## src/rtl/assert_macros.svh

```systemverilog
// -----------------------------------------------------------------------------
// Assertion macros
// Shared concurrent assertion helpers; they compile away for synthesis.
// -----------------------------------------------------------------------------
`ifndef ASSERT_MACROS_SVH
`define ASSERT_MACROS_SVH

`ifndef SYNTHESIS
`define ASSERT_PROP(label, clk, rst_n, prop, msg) \
  label: assert property (@(posedge clk) disable iff (!rst_n) prop) else $error(msg);
`define ASSERT_NEVER(label, clk, rst_n, cond, msg) \
  label: assert property (@(posedge clk) disable iff (!rst_n) !(cond)) else $error(msg);
`else
`define ASSERT_PROP(label, clk, rst_n, prop, msg)
`define ASSERT_NEVER(label, clk, rst_n, cond, msg)
`endif

`endif

```

## src/rtl/bpft_pkg.sv

```systemverilog
// -----------------------------------------------------------------------------
// Packet field tokenizer package
// Shared sizes, parse phases, field codes and the per-packet result bundle.
// -----------------------------------------------------------------------------
package bpft_pkg;

  localparam int unsigned MAX_PACKET_BYTES = 2048;
  localparam int unsigned OFF_W            = $clog2(MAX_PACKET_BYTES);
  localparam int unsigned CNT_W            = $clog2(MAX_PACKET_BYTES + 1);
  localparam int unsigned NUM_W            = 32;
  localparam int unsigned FIELD_W          = 11;
  localparam int unsigned NUM_NUMBERS      = 2;
  localparam int unsigned NUM_STRINGS      = 4;

  localparam logic [FIELD_W-1:0] FIELD_MAX = 11'd2047;

  typedef enum logic [2:0] {
    PH_NUM0_WS,
    PH_NUM0_DIG,
    PH_NUM1_WS,
    PH_NUM1_DIG,
    PH_PRE_WS,
    PH_STR_BODY,
    PH_STR_TAIL,
    PH_DONE
  } phase_e;

  typedef enum logic [2:0] {
    FID_TYPE,
    FID_STATE,
    FID_URI,
    FID_LOCATION,
    FID_INFO,
    FID_MODEL
  } field_id_e;

  typedef struct packed {
    logic [NUM_NUMBERS-1:0][NUM_W-1:0] numbers;
    logic [NUM_STRINGS-1:0][CNT_W-1:0] starts;
    logic [NUM_STRINGS-1:0][CNT_W-1:0] lengths;
    logic                              truncated;
  } packet_t;

endpackage

```

## src/rtl/bpft_parser.sv

```systemverilog
// -----------------------------------------------------------------------------
// Packet field parser
// Consumes one byte per beat and keeps the number and string bookkeeping.
// -----------------------------------------------------------------------------
`include "assert_macros.svh"

module bpft_parser (
  input  logic             clk_i,
  input  logic             rst_ni,
  input  logic             beat_i,
  input  logic [7:0]       byte_i,
  input  logic             last_i,
  output bpft_pkg::packet_t snap_o
);
  import bpft_pkg::*;

  localparam logic [7:0] CHAR_QUOTE = 8'h22;
  localparam logic [7:0] CHAR_ZERO  = 8'h30;
  localparam logic [7:0] CHAR_SPACE = 8'h20;
  localparam logic [1:0] LAST_STR   = 2'(NUM_STRINGS - 1);
  localparam logic [OFF_W-1:0] OFF_LAST = OFF_W'(MAX_PACKET_BYTES - 1);

  phase_e                            phase_q, phase_d;
  logic [1:0]                        str_q, str_d;
  logic [OFF_W-1:0]                  off_q, off_d;
  logic                              quoted_q, quoted_d;
  logic                              ovf_q, ovf_d;
  logic [NUM_NUMBERS-1:0][NUM_W-1:0] num_q, num_d;
  logic [NUM_STRINGS-1:0][CNT_W-1:0] start_q, start_d;
  logic [NUM_STRINGS-1:0][CNT_W-1:0] len_q, len_d;

  logic       is_ws, is_dig, is_quote;
  logic       enter;
  logic [1:0] enter_idx;
  logic       grow;
  logic [3:0] digit;

  function automatic logic [NUM_W-1:0] mac10(input logic [NUM_W-1:0] n,
                                             input logic [3:0] d);
    return {n[NUM_W-4:0], 3'b000} + {n[NUM_W-2:0], 1'b0} + NUM_W'(d);
  endfunction

  assign is_ws    = (byte_i == CHAR_SPACE) || (byte_i inside {[8'h09:8'h0D]});
  assign is_dig   = byte_i inside {[8'h30:8'h39]};
  assign is_quote = (byte_i == CHAR_QUOTE);
  assign digit    = 4'(byte_i - CHAR_ZERO);

  always_comb begin
    phase_d   = phase_q;
    str_d     = str_q;
    off_d     = off_q;
    quoted_d  = quoted_q;
    ovf_d     = ovf_q;
    num_d     = num_q;
    start_d   = start_q;
    len_d     = len_q;
    enter     = 1'b0;
    enter_idx = '0;
    grow      = 1'b0;

    if (!ovf_q) begin
      case (phase_q)
        PH_NUM0_WS: begin
          if (is_dig) begin
            phase_d  = PH_NUM0_DIG;
            num_d[0] = mac10(num_q[0], digit);
          end else if (!is_ws) begin
            enter = 1'b1;
          end
        end
        PH_NUM0_DIG: begin
          if (is_dig) begin
            num_d[0] = mac10(num_q[0], digit);
          end else if (is_ws) begin
            phase_d = PH_NUM1_WS;
          end else begin
            enter = 1'b1;
          end
        end
        PH_NUM1_WS: begin
          if (is_dig) begin
            phase_d  = PH_NUM1_DIG;
            num_d[1] = mac10(num_q[1], digit);
          end else if (!is_ws) begin
            enter = 1'b1;
          end
        end
        PH_NUM1_DIG: begin
          if (is_dig) begin
            num_d[1] = mac10(num_q[1], digit);
          end else if (is_ws) begin
            phase_d = PH_PRE_WS;
          end else begin
            enter = 1'b1;
          end
        end
        PH_PRE_WS: begin
          if (!is_ws) begin
            enter = 1'b1;
          end
        end
        PH_STR_BODY: begin
          if (quoted_q ? is_quote : is_ws) begin
            phase_d = PH_STR_TAIL;
          end else begin
            grow = 1'b1;
          end
        end
        PH_STR_TAIL: begin
          if (!is_ws) begin
            if (str_q != LAST_STR) begin
              enter     = 1'b1;
              enter_idx = str_q + 2'd1;
            end else begin
              phase_d = PH_DONE;
            end
          end
        end
        default: begin
          phase_d = PH_DONE;
        end
      endcase

      if (enter) begin
        str_d    = enter_idx;
        quoted_d = is_quote;
        if (is_quote) begin
          phase_d = PH_STR_BODY;
        end else if (is_ws) begin
          phase_d = PH_STR_TAIL;
        end else begin
          phase_d = PH_STR_BODY;
        end
      end

      for (int i = 0; i < NUM_STRINGS; i++) begin
        if (enter && (enter_idx == 2'(i))) begin
          start_d[i] = is_quote ? CNT_W'(off_q) + CNT_W'(1) : CNT_W'(off_q);
          len_d[i]   = (is_quote || is_ws) ? '0 : CNT_W'(1);
        end else if (grow && (str_q == 2'(i))) begin
          len_d[i] = len_q[i] + CNT_W'(1);
        end
      end

      if (off_q == OFF_LAST) begin
        if (!last_i) begin
          ovf_d = 1'b1;
        end
      end else begin
        off_d = off_q + OFF_W'(1);
      end
    end
  end

  always_comb begin
    snap_o.numbers   = num_d;
    snap_o.starts    = start_d;
    snap_o.lengths   = len_d;
    snap_o.truncated = ovf_d;
  end

  always_ff @(posedge clk_i or negedge rst_ni) begin
    if (!rst_ni) begin
      phase_q  <= PH_NUM0_WS;
      str_q    <= '0;
      off_q    <= '0;
      quoted_q <= 1'b0;
      ovf_q    <= 1'b0;
      num_q    <= '0;
      start_q  <= '0;
      len_q    <= '0;
    end else if (beat_i) begin
      if (last_i) begin
        phase_q  <= PH_NUM0_WS;
        str_q    <= '0;
        off_q    <= '0;
        quoted_q <= 1'b0;
        ovf_q    <= 1'b0;
        num_q    <= '0;
        start_q  <= '0;
        len_q    <= '0;
      end else begin
        phase_q  <= phase_d;
        str_q    <= str_d;
        off_q    <= off_d;
        quoted_q <= quoted_d;
        ovf_q    <= ovf_d;
        num_q    <= num_d;
        start_q  <= start_d;
        len_q    <= len_d;
      end
    end
  end

  `ASSERT_PROP(a_ovf_at_end, clk_i, rst_ni, ovf_q |-> (off_q == OFF_LAST), "overflow away from last offset")
  `ASSERT_PROP(a_last_clears, clk_i, rst_ni, (beat_i && last_i) |=> (phase_q == PH_NUM0_WS && off_q == '0 && !ovf_q), "packet state not cleared")

endmodule

```

## src/rtl/browse_packet_field_tokenizer.sv

```systemverilog
// -----------------------------------------------------------------------------
// Browse packet field tokenizer
// Parses two decimal numbers and four strings from a byte stream per packet.
// -----------------------------------------------------------------------------
// The block takes one packet byte per cycle on its input stream unless stalled.
// The parse state advances in a single registered step per beat, so ordinary
// bytes flow at one per cycle with no gaps. A beat marked last loads a
// six-entry result bank, which then sends one result per cycle on the output
// stream while m_axis_tready is high; a further last beat is held off while
// that bank still drains, while ordinary bytes of the next packet keep flowing.
`include "assert_macros.svh"

module browse_packet_field_tokenizer (
  input  logic        clk_i,
  input  logic        rst_ni,
  input  logic        s_axis_tvalid,
  output logic        s_axis_tready,
  input  logic [7:0]  s_axis_tdata,  // [7:0] byte_value
  input  logic        s_axis_tlast,
  output logic        m_axis_tvalid,
  input  logic        m_axis_tready,
  output logic [63:0] m_axis_tdata,  // [2:0] field_id, [34:3] number_value,
                                     // [45:35] field_start, [56:46] field_length
  output logic        m_axis_tuser,  // [0] truncated
  output logic        m_axis_tlast
);
  import bpft_pkg::*;

  packet_t    snap;
  packet_t    bank_q;
  field_id_e  idx_q, idx_d;
  logic       busy_q, busy_d;
  logic       s_beat, m_beat;
  logic [1:0] sidx;
  logic [NUM_W-1:0]   out_num;
  logic [FIELD_W-1:0] out_start, out_len;

  function automatic logic [FIELD_W-1:0] sat_field(input logic [CNT_W-1:0] v);
    logic [31:0] w;
    w = 32'(v);
    return (w > 32'(FIELD_MAX)) ? FIELD_MAX : w[FIELD_W-1:0];
  endfunction

  assign s_axis_tready = !busy_q || !s_axis_tlast;
  assign s_beat        = s_axis_tvalid && s_axis_tready;
  assign m_beat        = m_axis_tvalid && m_axis_tready;

  bpft_parser u_parser (
    .clk_i  (clk_i),
    .rst_ni (rst_ni),
    .beat_i (s_beat),
    .byte_i (s_axis_tdata),
    .last_i (s_axis_tlast),
    .snap_o (snap)
  );

  always_comb begin
    idx_d  = idx_q;
    busy_d = busy_q;
    if (s_beat && s_axis_tlast) begin
      idx_d  = FID_TYPE;
      busy_d = 1'b1;
    end else if (m_beat) begin
      if (idx_q == FID_MODEL) begin
        busy_d = 1'b0;
      end else begin
        idx_d = field_id_e'(3'(idx_q) + 3'd1);
      end
    end
  end

  always_ff @(posedge clk_i or negedge rst_ni) begin
    if (!rst_ni) begin
      idx_q  <= FID_TYPE;
      busy_q <= 1'b0;
    end else begin
      idx_q  <= idx_d;
      busy_q <= busy_d;
    end
  end

  always_ff @(posedge clk_i) begin
    if (s_beat && s_axis_tlast) begin
      bank_q <= snap;
    end
  end

  assign sidx = 2'(3'(idx_q) - 3'(FID_URI));

  always_comb begin
    out_num   = '0;
    out_start = '0;
    out_len   = '0;
    case (idx_q)
      FID_TYPE:  out_num = bank_q.numbers[0];
      FID_STATE: out_num = bank_q.numbers[1];
      FID_URI, FID_LOCATION, FID_INFO, FID_MODEL: begin
        out_start = sat_field(bank_q.starts[sidx]);
        out_len   = sat_field(bank_q.lengths[sidx]);
      end
      default: begin
        out_num = '0;
      end
    endcase
  end

  assign m_axis_tvalid = busy_q;
  assign m_axis_tdata  = {7'b0, out_len, out_start, out_num, 3'(idx_q)};
  assign m_axis_tuser  = bank_q.truncated;
  assign m_axis_tlast  = (idx_q == FID_MODEL);

  `ASSERT_PROP(a_bank_loads, clk_i, rst_ni,
               (s_beat && s_axis_tlast) |=> (m_axis_tvalid && idx_q == FID_TYPE),
               "result bank not started")
  `ASSERT_PROP(a_bank_drains, clk_i, rst_ni,
               (m_beat && idx_q == FID_MODEL) |=> !m_axis_tvalid,
               "result bank not released")
  `ASSERT_NEVER(a_no_overrun, clk_i, rst_ni,
                s_beat && s_axis_tlast && busy_q,
                "packet end while bank busy")

endmodule
```

## config.mk

```make
export PLATFORM = sky130hd
export DESIGN_NAME = browse_packet_field_tokenizer
export DESIGN_NICKNAME = d
export VERILOG_FILES = /design/src/rtl/bpft_pkg.sv /design/src/rtl/bpft_parser.sv /design/src/rtl/browse_packet_field_tokenizer.sv
export VERILOG_INCLUDE_DIRS = /design/src /design/src/rtl
export SDC_FILE = /design/constraint.sdc
export NUM_CORES = 1
export LEC_CHECK = 0
export BUFFER_PORTS_ARGS = -buffer_cell sky130_fd_sc_hd__buf_2
export CELL_PAD_IN_SITES_DETAIL_PLACEMENT = 0
export CELL_PAD_IN_SITES_GLOBAL_PLACEMENT = 1
export CORE_MARGIN = 3
export CORE_UTILIZATION = 38
export DETAILED_ROUTE_END_ITERATION = 10
export PLACE_DENSITY_LB_ADDON = 0.15
export SYNTH_ARGS = -nofsm -noshare
export SYNTH_HDL_FRONTEND = slang
export SYNTH_SLANG_ARGS = --single-unit
```

## constraint.sdc

```tcl
create_clock -name clk_i -period 5.4 [get_ports clk_i]
set_input_delay 1.08 -clock clk_i [delete_from_list [all_inputs] [get_ports clk_i]]
set_output_delay 1.08 -clock clk_i [all_outputs]
set_load 0.05 [all_outputs]
```

==> impl_metrics.csv <==
group,metric,value,unit
status,outcome,"completed",
final_layout,nNetsFinal,2133,
sta,layout_min_cycle_time,4.386,ns
sta,skew,0.01005,ns
synthesis,synth-async-reset-ratio,53.06,%
sta,fin_setup_tns,0,ns
sta,timing.fmax,0.2280,GHz
worst_setup_path,rr_worst_depth,11,
synthesis,yosysWarnings,0,
worst_setup_path,crit_required,4.32,ns
sta,max_slew.worst_pin.slew,1.163,ns
clock_network,htreeDepth,2,
pwr,leakage,9.890,nW
final_layout,diodes,0,
drt,wl_per_cell,20.98,um
drt,drt-vias-per-instance,5.662,
worst_setup_path,r2r-start,"u_parser.num_q[44]$_DFFE_PN0P_",
pwr,power.total,8.981,mW
sta,period_share,81.23,%
pwr,power.share.sequential,35.5,%
drt,drc,0,
floorplanning,dieArea,0.05542,mm^2
worst_hold_path,min_path_type,"reg -> reg",
worst_setup_path,cp-startpoint,"idx_q[1]$_DFFE_PN0P_",
pwr,powerDensity,398.3,mW/mm^2
sta,timing.final.hold_violations,0,
synthesis,postSynthCellCount,1951,
grt,grt_pass1_vias,14930,
clock_network,hold_buffers,0,
clock_network,insertion_delay,0.57,ns
worst_setup_path,critical_path_class,"reg -> out",
synthesis,synth-seq-cells,343,
sta,setup_viol,0,
clock_network,clockRootBuffer,"clkbuf_16",
worst_hold_path,hold_depth,2,
synthesis,yosysTopAreaCellShare,24.17,%
synthesis,synth_most_common_cell,"nand2_1",
grt,grt_usage,20.12,%
worst_setup_path,critPathMaxStageDelay,0.71,ns
pwr,p_int,5.597,mW
placement,port_buffers,73,
clock_network,post_cts_buffers,0,
worst_setup_path,cp.arrival,3.31,ns
worst_setup_path,r2r_end,"bank_q[158]$_DFFE_PP_",
final_layout,drive_above_1_share,11.97,%
grt,antenna_found_initial,0,
pwr,combPwrFrac,31.2,%
clock_network,cts_tree,"built",
synthesis,synth_cell_type_count,73,
placement,gp_congestion,0.8446,
drt,wl,56680,um
pwr,p_clk_share,33.3,%
clock_network,post_cts_resize_count,0,
synthesis,synthesis.area,0.02000,mm^2
drt,dr.pass1.iters,5,
worst_setup_path,r2r_slack,1.54,ns
floorplanning,ioPinCount,81,
drt,drtAntennaViolNets,0,
sta,grt_setup_unrepaired,"no",
floorplanning,die_y,235.4,um
synthesis,ys_seq_area_share,46.94,%
drt,drt_iter0_markers,1187,
final_layout,nFillCells,4927,
worst_setup_path,endpoint,"m_axis_tdata[13]",
floorplanning,die_w,235.4,um
worst_setup_path,cp-start-kind,"flop",
clock_network,cts-buffers-inserted,42,
placement,dp_hpwl,38120,um
synthesis,yosys.area.top_type,"edfxtp_1",
grt,overflow,0,
final_layout,syn_to_final_growth,12.74,%
flow_run,cap_viol_max_count,0,
synthesis,synth_flop_cell,"dfrtp_1",
floorplanning,initial_utilization,38.68,%
floorplanning,num_rows,83,
clock_network,clock_path_buffers,3,
grt,grt_max_degree,104,
synthesis,synthTopCellsByArea,"edfxtp_1, dfrtp_1, ha_1",
worst_setup_path,path_cells,"inv_1 > ha_1 > nor2b_2 > buf_4 > a22o_1 > buf_2",
synthesis,synthTopCellsByCount,"nand2_1, dfrtp_1, o21ai_0",
worst_setup_path,cp-end-kind,"primary output",
floorplanning,core_area,0.05172,mm^2
synthesis,avgSynthCellArea,10.25,um^2
drt,vias,15290,
synthesis,synth-edff-count,161,
sta,slew_violations,0,
grt,grt_pass1_wl,88720,um
worst_setup_path,cp_max_fo,20,
sta,max_slew_margin,21.63,%
clock_network,cts_sinks,343,
pwr,power.switching,3.384,mW
clock_network,clkTransAtPathRegs,0.06,ns
pwr,swShare,37.68,%
pwr,vdd.ir_drop.worst,414.0,uV
worst_setup_path,worst_path_max_delay_cell,"nor2b_2",
[cell families after synthesis]
family,count (synthesis),share of synthesized area [%]
buf+inv,157,3.128
other cells,1,0.01875
flops,343,46.94
xor+xnor,99,4.335
fa+ha+maj,133,8.470
mux,58,4.579
compound gates,574,19.08
simple gates,586,13.45
[stage by stage]
stage               area, um^2  worst slack, ns  std cells  utilization, %  hold WS [ns]
floorplan                20020           0.1315       1957               -        0.4497
global placement         21090           0.7543       2623           40.78        0.4660
detailed placement       21090           0.7329       2623           40.78        0.4810
CTS                      22550            1.013       2701           43.60        0.4929
global route             22550           0.8378       2701           43.60        0.5180
finish                   22550            1.014       2701           43.60        0.4961
[power by group through the flow]
stage	clock (mW)	combinational [mW]	sequential, mW
finish	2.99	2.80	3.19
global placement	0	2.80	3.24
floorplan	0	2.09	3.17
global route	3.17	3.00	3.22
detailed placement	0	2.81	3.24
CTS	3.06	2.82	3.20
[state kept, by name (all words and copies together) (netlist names)]
register and flops:
bank_q 160, u_parser.num_q 64, u_parser.len_q 48, u_parser.start_q 48, u_parser.off_q 11, idx_q 3, u_parser.phase_q 3, u_parser.str_q 2
m_axis_tuser 1, m_axis_tvalid 1, u_parser.ovf_q 1, u_parser.quoted_q 1
[metal layers]
| layer | vias to the layer above | GRT usage (%) | share of wire [%] |
|---|---|---|---|
| met1 | 7534 | 28.51 | 47 |
| met3 | 79 | 2.753 | 4.3 |
| met5 | - | 0 | 0 |
| met2 | 383 | 32.28 | 46 |
| li1 | 7296 | - | - |
| met4 | 0 | 5.808 | 2.5 |
[layout make-up]
| class | instances | area [um^2] | share of cell area, % |
|---|---|---|---|
| Clock inverter | 21 | 272.8 | 1.210 |
| Sequential cell | 343 | 9390 | 41.64 |
| Inverter | 45 | 173.9 | 0.7713 |
| Clock buffer | 57 | 1189 | 5.271 |
| Multi-Input combinational cell | 1457 | 10060 | 44.62 |
| Timing Repair Buffer | 98 | 611.8 | 2.713 |
| Tap cell | 680 | 850.8 | 3.773 |
[worst max-delay path, delay by kind of cell, from the launching register on]
kind,cells,cell delay [ns]
buffers and inverters,3,0.89
AND/OR/NAND/NOR,1,0.71
flip-flops,1,0.66
AO/OA/AOI/OAI,1,0.27
adder cells (fa/ha/maj),1,0.18
[worst min-delay path by stage]
| stage | from | end | slack [ns] |
|---|---|---|---|
| 3_3_place_gp | u_parser.num_q[63]$_DFFE_PN0P_ | u_parser.num_q[63]$_DFFE_PN0P_ | 0.47 |
| 5_1_grt | u_parser.start_q[13]$_DFFE_PN0P_ | u_parser.start_q[13]$_DFFE_PN0P_ | 0.52 |
| 4_1_cts | u_parser.num_q[63]$_DFFE_PN0P_ | u_parser.num_q[63]$_DFFE_PN0P_ | 0.49 |
| 6_report | u_parser.num_q[63]$_DFFE_PN0P_ | u_parser.num_q[63]$_DFFE_PN0P_ | 0.50 |
| 2_1_floorplan | u_parser.num_q[63]$_DFFE_PN0P_ | u_parser.num_q[63]$_DFFE_PN0P_ | 0.45 |
| 3_5_place_dp | u_parser.num_q[63]$_DFFE_PN0P_ | u_parser.num_q[63]$_DFFE_PN0P_ | 0.48 |
[layout by cell type (no fill, tap or decap), types with 17 or more instances in the layout]
master     count
nand2_1      224
dfrtp_1      181
o21ai_0      177
edfxtp_1     161
nor2_1       152
ha_1         129
a22o_1       128
a21oi_1       96
buf_2         72
xor2_1        53
xnor2_1       46
nand3_1       45
inv_1         44
clkbuf_16     43
and3_1        33
o21a_1        28
a21o_1        27
mux2_2        27
nor3_1        26
o31ai_1       24
mux4_2        24
a31oi_1       21
buf_4         21
nand2b_1      18
or3_1         17
No activity file was read; power rests on OpenSTA's default activity.
